`config.mk`:
```
export PLATFORM = sky130hd
export DESIGN_NAME = poly1305_mac
export DESIGN_NICKNAME = d
export VERILOG_FILES = /design/src/design/poly_pkg.sv /design/src/design/poly_mmul.sv /design/src/design/poly_fin.sv /design/src/design/poly1305_mac.sv
export SDC_FILE = /design/constraint.sdc
export NUM_CORES = 2
export LEC_CHECK = 0
export ABC_AREA = 1
export BUFFER_PORTS_ARGS = -buffer_cell sky130_fd_sc_hd__buf_2
export CAP_MARGIN = 20
export CORE_UTILIZATION = 43
export DETAILED_ROUTE_END_ITERATION = 10
export GPL_ROUTABILITY_DRIVEN = 0
export MAX_ROUTING_LAYER = met4
export SYNTH_ARGS = -nofsm -noshare
export SYNTH_HDL_FRONTEND = slang
export SYNTH_SLANG_ARGS = --single-unit
```
`constraint.sdc`:
```
create_clock -name i_clk -period 20.8 [get_ports i_clk]
set_clock_uncertainty 0.05 [all_clocks]
set_input_delay 3.12 -clock i_clk [delete_from_list [all_inputs] [get_ports i_clk]]
set_output_delay 3.12 -clock i_clk [all_outputs]
set_load 0.01 [all_outputs]
```
`src/design/poly_pkg.sv`:
```
// Shared widths, key clamp and configuration register codes for the Poly1305 MAC.
package poly_pkg;

    localparam int ACC_W   = 131;  // loosely reduced accumulator, value < 2^131
    localparam int SUM_W   = 132;  // accumulator plus message word
    localparam int MSG_W   = 129;  // padded message word, bit 128 included
    localparam int TAG_W   = 128;
    localparam int R_BITS  = 124;  // clamped r has no bit at or above 124
    localparam int CNT_W   = 7;    // holds R_BITS - 1
    localparam int HALF_W  = 64;
    localparam int CFG_A_W = 2;

    localparam logic [TAG_W-1:0] R_CLAMP = 128'h0ffffffc_0ffffffc_0ffffffc_0fffffff;

    typedef enum logic [CFG_A_W-1:0] {
        CFG_R_LOW  = 2'd0,
        CFG_R_HIGH = 2'd1,
        CFG_S_LOW  = 2'd2,
        CFG_S_HIGH = 2'd3
    } t_cfg_reg;

endpackage

```
`src/design/poly_mmul.sv`:
```
// Bit-serial modular multiplier: product of a and r mod 2^130-5, one bit of r per cycle.
module poly_mmul (
    input  logic                        i_clk,
    input  logic                        i_rst_n,
    input  logic                        i_start,
    input  logic [poly_pkg::SUM_W-1:0]  i_a,
    input  logic [poly_pkg::R_BITS-1:0] i_r,
    output logic                        o_done,
    output logic [poly_pkg::ACC_W-1:0]  o_prod
);

    logic                        r_busy;
    logic                        r_done;
    logic [poly_pkg::CNT_W-1:0]  r_cnt;
    logic [poly_pkg::R_BITS-1:0] r_r;
    logic [poly_pkg::SUM_W-1:0]  r_a;
    logic [poly_pkg::ACC_W-1:0]  r_acc;

    logic [poly_pkg::SUM_W:0]    n_t;
    logic [5:0]                  n_fold;
    logic [poly_pkg::ACC_W-1:0]  n_acc;

    // Horner step, MSB of r first: acc = 2*acc + bit*a, then fold bits 130+ by 5
    always_comb begin
        n_t    = {1'b0, r_acc, 1'b0}
               + {1'b0, (r_r[poly_pkg::R_BITS-1] ? r_a : {poly_pkg::SUM_W{1'b0}})};
        n_fold = {3'b000, n_t[poly_pkg::SUM_W:130]} * 6'd5;
        n_acc  = {1'b0, n_t[129:0]} + {{(poly_pkg::ACC_W-6){1'b0}}, n_fold};
    end

    always_ff @(posedge i_clk) begin
        if (!i_rst_n) begin
            r_busy <= 1'b0;
            r_done <= 1'b0;
            r_cnt  <= '0;
            r_acc  <= '0;
        end else begin
            r_done <= 1'b0;
            if (i_start) begin
                r_busy <= 1'b1;
                r_cnt  <= poly_pkg::CNT_W'(poly_pkg::R_BITS - 1);
                r_acc  <= '0;
            end else if (r_busy) begin
                r_acc <= n_acc;
                r_cnt <= r_cnt - 1'b1;
                if (r_cnt == '0) begin
                    r_busy <= 1'b0;
                    r_done <= 1'b1;
                end
            end
        end
    end

    always_ff @(posedge i_clk) begin
        if (i_start) begin
            r_r <= i_r;
            r_a <= i_a;
        end else if (r_busy) begin
            r_r <= {r_r[poly_pkg::R_BITS-2:0], 1'b0};
        end
    end

    assign o_done = r_done;
    assign o_prod = r_acc;

`ifndef SYNTH
    // after a fold the value is below 2^130 + 35
    a_acc_bound: assert property (@(posedge i_clk) disable iff (!i_rst_n)
        r_acc[130] |-> (r_acc[129:6] == '0))
        else $error("accumulator left its reduced range");
    a_done_end: assert property (@(posedge i_clk) disable iff (!i_rst_n)
        (r_busy && !i_start && r_cnt == '0) |=> (r_done && !r_busy))
        else $error("multiplier did not finish on its last bit");
`endif

endmodule

```
`src/design/poly_fin.sv`:
```
// Final reduction mod 2^130-5 and pad addition, three registered stages.
module poly_fin (
    input  logic                       i_clk,
    input  logic                       i_rst_n,
    input  logic                       i_start,
    input  logic [poly_pkg::ACC_W-1:0] i_h,
    input  logic [poly_pkg::TAG_W-1:0] i_s,
    output logic                       o_done,
    output logic [poly_pkg::TAG_W-1:0] o_tag
);

    logic                       r_v1, r_v2, r_v3;
    logic [poly_pkg::ACC_W-1:0] r_f;
    logic [poly_pkg::TAG_W-1:0] r_sel;
    logic [poly_pkg::TAG_W-1:0] r_tag;

    logic [poly_pkg::ACC_W-1:0] n_f;
    logic [poly_pkg::ACC_W-1:0] n_g;

    always_comb begin
        // fold bit 130 back in: f < 2^130 + 5
        n_f = {1'b0, i_h[129:0]} + poly_pkg::ACC_W'(i_h[130] ? 3'd5 : 3'd0);
        // g = f - p when bit 130 carries out
        n_g = r_f + poly_pkg::ACC_W'(3'd5);
    end

    always_ff @(posedge i_clk) begin
        if (!i_rst_n) begin
            r_v1 <= 1'b0;
            r_v2 <= 1'b0;
            r_v3 <= 1'b0;
        end else begin
            r_v1 <= i_start;
            r_v2 <= r_v1;
            r_v3 <= r_v2;
        end
    end

    always_ff @(posedge i_clk) begin
        if (i_start) r_f <= n_f;
        if (r_v1)    r_sel <= n_g[130] ? n_g[poly_pkg::TAG_W-1:0] : r_f[poly_pkg::TAG_W-1:0];
        if (r_v2)    r_tag <= r_sel + i_s;
    end

    assign o_done = r_v3;
    assign o_tag  = r_tag;

`ifndef SYNTH
    a_fin_lat: assert property (@(posedge i_clk) disable iff (!i_rst_n)
        r_v3 |-> $past(i_start, 3))
        else $error("finisher result without a start three cycles back");
`endif

endmodule

```
`src/design/poly1305_mac.sv`:
```
// Top level of the Poly1305 one-time authenticator: control, padding and output register.
//
// Usage:
//   Load the 32-byte one-time key through the write port (index 0/1 = r low/high,
//   2/3 = s low/high) while the block is idle; r is clamped internally.
//   Input channel (i_in_valid / o_in_stall) moves one word per message block:
//   16 little-endian bytes, a byte count and a last flag. A count of 16 (or more)
//   is a full block; 1..15 a short block padded with 0x01; 0 absorbs nothing.
//   Output channel (o_out_valid / i_out_stall) moves one tag word per message.
// Sequence:
//   A block with data keeps the input stalled from acceptance until its product is
//   written back, so no new block is taken meanwhile: the add state forms h + m,
//   the bit-serial multiplier then takes one bit of clamped r per cycle, and the
//   product is written back to h.
//   A last block then passes the three finisher stages and the output load before
//   the tag shows; a count of zero with last set goes straight to the finisher.
//   The tag waits in the output register; the next message may start meanwhile,
//   and its own tag is held back until the receiver takes the first one.
// Reset clears the accumulator, key registers and all handshake state.
module poly1305_mac (
    input  logic                          i_clk,
    input  logic                          i_rst_n,
    // configuration
    input  logic                          i_cfg_we,
    input  logic [poly_pkg::CFG_A_W-1:0]  i_cfg_addr,
    input  logic [poly_pkg::HALF_W-1:0]   i_cfg_data,
    // input blocks
    input  logic                          i_in_valid,
    output logic                          o_in_stall,
    input  logic [poly_pkg::HALF_W-1:0]   i_block_low,
    input  logic [poly_pkg::HALF_W-1:0]   i_block_high,
    input  logic [4:0]                    i_byte_count,
    input  logic                          i_last_block,
    // tag output
    output logic                          o_out_valid,
    input  logic                          i_out_stall,
    output logic [poly_pkg::HALF_W-1:0]   o_tag_low,
    output logic [poly_pkg::HALF_W-1:0]   o_tag_high
);

    typedef enum logic [2:0] {
        ST_IDLE,
        ST_ADD,
        ST_MUL,
        ST_FIN,
        ST_FOUT
    } t_state;

    t_state                         r_state, n_state;
    logic [poly_pkg::ACC_W-1:0]     r_h, n_h;
    logic [poly_pkg::MSG_W-1:0]     r_m, n_m;
    logic                           r_last, n_last;
    logic                           r_out_valid, n_out_valid;
    logic [poly_pkg::TAG_W-1:0]     r_tag, n_tag;

    logic [poly_pkg::HALF_W-1:0]    r_cfg_r_low, r_cfg_r_high;
    logic [poly_pkg::HALF_W-1:0]    r_cfg_s_low, r_cfg_s_high;

    logic                           in_acc;
    logic                           out_free;
    logic [4:0]                     cnt;
    logic                           full;
    logic [poly_pkg::TAG_W-1:0]     blk;
    logic [poly_pkg::MSG_W-1:0]     pad_m;
    logic [poly_pkg::TAG_W-1:0]     r_key;

    logic                           mul_start, mul_done;
    logic [poly_pkg::SUM_W-1:0]     mul_a;
    logic [poly_pkg::ACC_W-1:0]     mul_prod;
    logic                           fin_start, fin_done;
    logic [poly_pkg::ACC_W-1:0]     fin_h;
    logic [poly_pkg::TAG_W-1:0]     fin_tag;

    assign in_acc   = i_in_valid && !o_in_stall;
    assign out_free = !r_out_valid || !i_out_stall;
    assign r_key    = {r_cfg_r_high, r_cfg_r_low} & poly_pkg::R_CLAMP;
    assign blk      = {i_block_high, i_block_low};
    // counts above 16 saturate to a full block
    assign full     = i_byte_count[4];
    assign cnt      = i_byte_count;

    // message padding: keep bytes below the count, 0x01 at the count, bit 128 if full
    always_comb begin
        pad_m = '0;
        for (int k = 0; k < 16; k++) begin
            if (full || (5'(k) < cnt)) begin
                pad_m[8*k +: 8] = blk[8*k +: 8];
            end else if (5'(k) == cnt) begin
                pad_m[8*k +: 8] = 8'h01;
            end
        end
        pad_m[poly_pkg::MSG_W-1] = full;
    end

    // configuration writes
    always_ff @(posedge i_clk) begin
        if (!i_rst_n) begin
            r_cfg_r_low  <= '0;
            r_cfg_r_high <= '0;
            r_cfg_s_low  <= '0;
            r_cfg_s_high <= '0;
        end else if (i_cfg_we) begin
            unique case (poly_pkg::t_cfg_reg'(i_cfg_addr))
                poly_pkg::CFG_R_LOW:  r_cfg_r_low  <= i_cfg_data;
                poly_pkg::CFG_R_HIGH: r_cfg_r_high <= i_cfg_data;
                poly_pkg::CFG_S_LOW:  r_cfg_s_low  <= i_cfg_data;
                poly_pkg::CFG_S_HIGH: r_cfg_s_high <= i_cfg_data;
                default: ;
            endcase
        end
    end

    // sequencer
    always_comb begin
        n_state     = r_state;
        n_h         = r_h;
        n_m         = r_m;
        n_last      = r_last;
        n_out_valid = r_out_valid;
        n_tag       = r_tag;
        mul_start   = 1'b0;
        mul_a       = {1'b0, r_h} + {3'b000, r_m};
        fin_start   = 1'b0;
        fin_h       = r_h;

        if (r_out_valid && !i_out_stall) n_out_valid = 1'b0;

        unique case (r_state)
            ST_IDLE: begin
                if (in_acc) begin
                    n_m    = pad_m;
                    n_last = i_last_block;
                    if (cnt != 5'd0) begin
                        n_state = ST_ADD;
                    end else if (i_last_block) begin
                        // empty absorb: finish from the current accumulator
                        fin_start = 1'b1;
                        n_state   = ST_FIN;
                    end
                end
            end
            ST_ADD: begin
                mul_start = 1'b1;
                n_state   = ST_MUL;
            end
            ST_MUL: begin
                if (mul_done) begin
                    n_h = mul_prod;
                    if (r_last) begin
                        fin_start = 1'b1;
                        fin_h     = mul_prod;
                        n_state   = ST_FIN;
                    end else begin
                        n_state = ST_IDLE;
                    end
                end
            end
            ST_FIN: begin
                if (fin_done) n_state = ST_FOUT;
            end
            ST_FOUT: begin
                // tag held in the finisher until the output register frees up
                if (out_free) begin
                    n_tag       = fin_tag;
                    n_out_valid = 1'b1;
                    n_h         = '0;
                    n_state     = ST_IDLE;
                end
            end
            default: n_state = ST_IDLE;
        endcase
    end

    always_ff @(posedge i_clk) begin
        if (!i_rst_n) begin
            r_state     <= ST_IDLE;
            r_h         <= '0;
            r_last      <= 1'b0;
            r_out_valid <= 1'b0;
        end else begin
            r_state     <= n_state;
            r_h         <= n_h;
            r_last      <= n_last;
            r_out_valid <= n_out_valid;
        end
        r_m   <= n_m;
        r_tag <= n_tag;
    end

    poly_mmul u_mmul (
        .i_clk   (i_clk),
        .i_rst_n (i_rst_n),
        .i_start (mul_start),
        .i_a     (mul_a),
        .i_r     (r_key[poly_pkg::R_BITS-1:0]),
        .o_done  (mul_done),
        .o_prod  (mul_prod)
    );

    poly_fin u_fin (
        .i_clk   (i_clk),
        .i_rst_n (i_rst_n),
        .i_start (fin_start),
        .i_h     (fin_h),
        .i_s     ({r_cfg_s_high, r_cfg_s_low}),
        .o_done  (fin_done),
        .o_tag   (fin_tag)
    );

    assign o_in_stall  = (r_state != ST_IDLE);
    assign o_out_valid = r_out_valid;
    assign o_tag_low   = r_tag[poly_pkg::HALF_W-1:0];
    assign o_tag_high  = r_tag[poly_pkg::TAG_W-1:poly_pkg::HALF_W];

`ifndef SYNTH
    a_mul_state: assert property (@(posedge i_clk) disable iff (!i_rst_n)
        mul_done |-> (r_state == ST_MUL))
        else $error("multiplier finished outside the multiply state");
    a_fin_state: assert property (@(posedge i_clk) disable iff (!i_rst_n)
        fin_done |-> (r_state == ST_FIN))
        else $error("finisher finished outside the finish state");
    a_tag_src: assert property (@(posedge i_clk) disable iff (!i_rst_n)
        (r_out_valid && !$past(r_out_valid)) |-> ($past(r_state) == ST_FOUT))
        else $error("tag word raised without a finished message");
    a_acc_clear: assert property (@(posedge i_clk) disable iff (!i_rst_n)
        (r_state == ST_FOUT && out_free) |=> (r_h == '0))
        else $error("accumulator not cleared after tag");
`endif

endmodule

```
==> metrics.md <==
| Metric | Value |
|---|---|
| Internal power | 5980 uW |
| Chip height | 486 um |
| Area delta synth->final | 10.5% |
| CTS resizes | 0 |
| Clk sinks | 1413 |
| Post-DP HPWL | 344 mm |
| Worst skew pair latency | 0.89 ns |
| CTS root buf | clkbuf_16 |
| Failing checks | DRC |
| Antenna-violating nets left | 0 |
| Fillers | 24142 |
| Setup_tns | 0 ns |
| Sequential area share after synthesis | 36.9% |
| Die Wd | 486 um |
| Slowest Stage Delay on Critical Path | 0.81 ns |
| Min-delay src | u_fin.o_tag[6] |
| # DRC | 1 |
| Detailed-route wire length | 424 mm |
| CP Launch Type | flop |
| Reg2reg end | u_mmul.o_prod[108] |
| FF-to-FF Start | u_mmul.r_r[123] |
| Critical path class | reg -> reg |
| Worst slew pin tran | 1.37 ns |
| Crit share post-route | 44.4% |
| Core area | 233000 um2 |
| Static Leak | 0.0494 uW |
| Critical path peak fanout | 74 |
| Post-CTS Hold Buffers | 0 |
| CTS tree | yes |
| Mapped cell area | 101000 um2 |
| Seq pwr share | 38.2% |
| GRT Overall Usage | 36.2% |
| First-pass GRT wire length | 603 mm |
| WL/cell | 23.1 um |
| Dpl cells | 18049 |
| Cell row count | 177 |
| Die area | 236000 um2 |
| #FFs+latches synth | 1413 |
| WHS Endpoint | r_tag[6] |
| Max-cap violations | 0 |
| Routed via count | 100292 |
| Synth area leader | edfxtp_1 |
| Peak supply drop | 0.105 mV |
| Post-CTS Setup Inserts | 0 |
| Hold Path Depth | 0 |
| Cell at the slowest stage of the critical path | buf_4 |
| Synth Flop Type | edfxtp_1 |
| FFs w/ async S/R, synth | 0% |
| Final hold vios | 0 |
| I/O pin count | 335 |
| Sw power | 4050 uW |
| Total grt overflow | 0 |
| Pin count of the biggest net entering global routing | 215 |
| Total Power | 10000 uW |
| Most area-consuming cells after synthesis | edfxtp_1, nand2_1, dfxtp_1 |
| Fmax | 108 MHz |
| TritonCTS buffer count | 161 |
| Cell Count, Final, Fillers Out | 18374 |
| Worst hold path type | reg -> reg |
| Final Setup Violations | 0 |
| DR iter-0 viols | 12479 |
| Critical Path End Type | flop |
| YS warnings | 0 |
| Vias in the first global route | 91428 |
| Cell mode on critical path | nand2_1 |
| Min Tclk post-route | 9.24 ns |
| R2r worst-path depth | 41 |
| Switch share | 40.4% |
| Layout Nets | 15785 |
| Layout cell share with drive strength beyond 1 | 6.20% |
| Worst-path clk slew | 0.06 ns |
| CP arrival | 9.92 ns |
| Drt pass-1 iters | 11 |
| Area share of the largest cell type after synthesis | 26.3% |
| Rel. slew slack | 7.51% |
| H-Tree Depth | 4 |
| Worst path required time | 21.48 ns |
| Clock buffer depth | 3 |
| Outcome | finished with violations |
| Post-synth EDFFs | 882 |
| Avg Cell Area, Syn | 6.76 um2 |
| Initial Utilization | 43.2% |
| Netlist cell types | 62 |
| Reg2reg setup slack | 11.56 ns |
| Mapped Nets | 15498 |
| Power Dens Cells | 90.3 nW/um2 |
| Clock power frac | 29.4% |
| Port bufs | 334 |
| Initial antenna violation count | 23 |
| Vias per inst | 5.46 |
| RSZ-0062 raised after global routing | no |
| Comb pwr share | 32.3% |
| Final Max Tran Viols | 0 |
| Cell count after synthesis | 14885 |
==> per-stage QoR <==
| stage | util [%] | worst slack, ns | cell area [um2] | hold WS, ns |
|---|---|---|---|---|
| 2_1_floorplan | - | 1.69 | 101000 | 0.350 |
| 3_3_place_gp | 45.4 | 11.70 | 106000 | 0.351 |
| 3_5_place_dp | 45.4 | 12.24 | 106000 | 0.355 |
| 4_1_cts | 47.8 | 12.13 | 111000 | 0.355 |
| 5_1_grt | 47.8 | 11.09 | 111000 | 0.372 |
| 6_report | 47.8 | 11.56 | 111000 | 0.362 |
==> flip-flops by register name, indices dropped and copies added, names as in the netlist, 3 cells and up <==
signal / cells
u_mmul.r_a: 132
r_cfg_r_low: 54
r_h: 131
r_tag: 128
r_cfg_s_high: 64
u_fin.r_sel: 128
r_m: 129
u_mmul.o_prod: 131
u_mmul.r_r: 124
u_mmul.r_cnt: 7
r_cfg_s_low: 64
r_cfg_r_high: 52
r_state: 3
u_fin.r_f: 131
u_fin.o_tag: 128
==> worst max path at each step <==
stage	startpoint	endpoint	slack [ns]
final	u_mmul.r_r[123]	u_mmul.o_prod[108]	11.56
after global routing	u_mmul.r_r[123]	u_mmul.o_prod[124]	11.09
after CTS	u_mmul.r_r[123]	u_mmul.o_prod[124]	12.13
after detailed placement	u_mmul.r_r[123]	u_mmul.o_prod[108]	12.24
after global placement	u_mmul.r_r[123]	u_mmul.o_prod[108]	11.70
after floorplan	i_in_valid	u_fin.r_f[0]	1.69
==> per-layer routing <==
metal	GRT usage, %	wire (um)	part of all wire (%)
met5	-	0	0
met4	26.2	38400	9.1
met1	43.4	164000	39
met2	52.1	174000	41
met3	9.63	47200	11
==> cell usage in the layout (no fill, tap or decap), drive strengths merged, types with 17 or more instances in the layout <==
cell type  instances
nand2           3769
inv             2820
nor2            2087
a21oi            999
o21ai            992
edfxtp           882
nand3            565
dfxtp            531
xor2             423
ha               403
buf              401
nor3             244
clkbuf           206
xnor2            154
nand4            132
a31oi            123
nor4             114
or2               94
clkinv            72
o22ai             56
o21a              49
o21bai            24
nand3b            23
diode             21
o211ai            17
==> synth_stat cells, types with 227 or more instances <==
cell / number
o21ai_0: 872
nand2_1: 3751
nand3_1: 548
nor2_1: 2007
dfxtp_1: 531
inv_1: 2774
xor2_1: 423
edfxtp_1: 882
ha_1: 403
nor3_1: 227
clkbuf_1: 241
a21oi_1: 999
==> layout make-up <==
type	count	area [um2]	area share, %
Antenna cell	21	52.6	0.0473
Clock buffer	203	4300	3.87
Clock inverter	98	1210	1.09
Inverter	2816	10600	9.52
Multi-Input combinational cell	10376	51800	46.6
Sequential cell	1413	37100	33.4
Tap cell	3043	3810	3.43
Timing Repair Buffer	404	2260	2.03
==> power groups by stage <==
| stage | clock, uW | combinational [uW] | sequential, uW |
|---|---|---|---|
| global route | 3100 | 3480 | 3840 |
| global placement | 0 | 3060 | 3860 |
| finish | 2950 | 3240 | 3830 |
| CTS | 2990 | 3080 | 3800 |
| detailed placement | 0 | 3070 | 3850 |
| floorplan | 0 | 2020 | 3760 |
==> cell families (layout without fill, tap and decap cells) <==
logic type | Yosys count | count (layout) | share of synthesized area (%)
AOI/OAI and AO/OA | 2344 | 2344 | 12.4
xor gates and xnor gates | 577 | 577 | 5.03
adders and majority gates | 408 | 408 | 5.11
buffers and inverters | 3096 | 3521 | 11.7
DFF | 1413 | 1413 | 36.9
other | 0 | 21 | 0
and+or+nand+nor | 7047 | 7047 | 28.9
==> critical path, delay by kind of cell, from the launching register on <==
| family | cells | cell delay [ns] |
|---|---|---|
| adder cells (fa/ha/maj) | 4 | 1.28 |
| AO/OA/AOI/OAI | 4 | 1.28 |
| flip-flops | 1 | 0.33 |
| AND/OR/NAND/NOR | 22 | 3.66 |
| XOR/XNOR | 1 | 0.30 |
| buffers and inverters | 10 | 2.00 |
No activity file was read; power rests on OpenSTA's default activity.
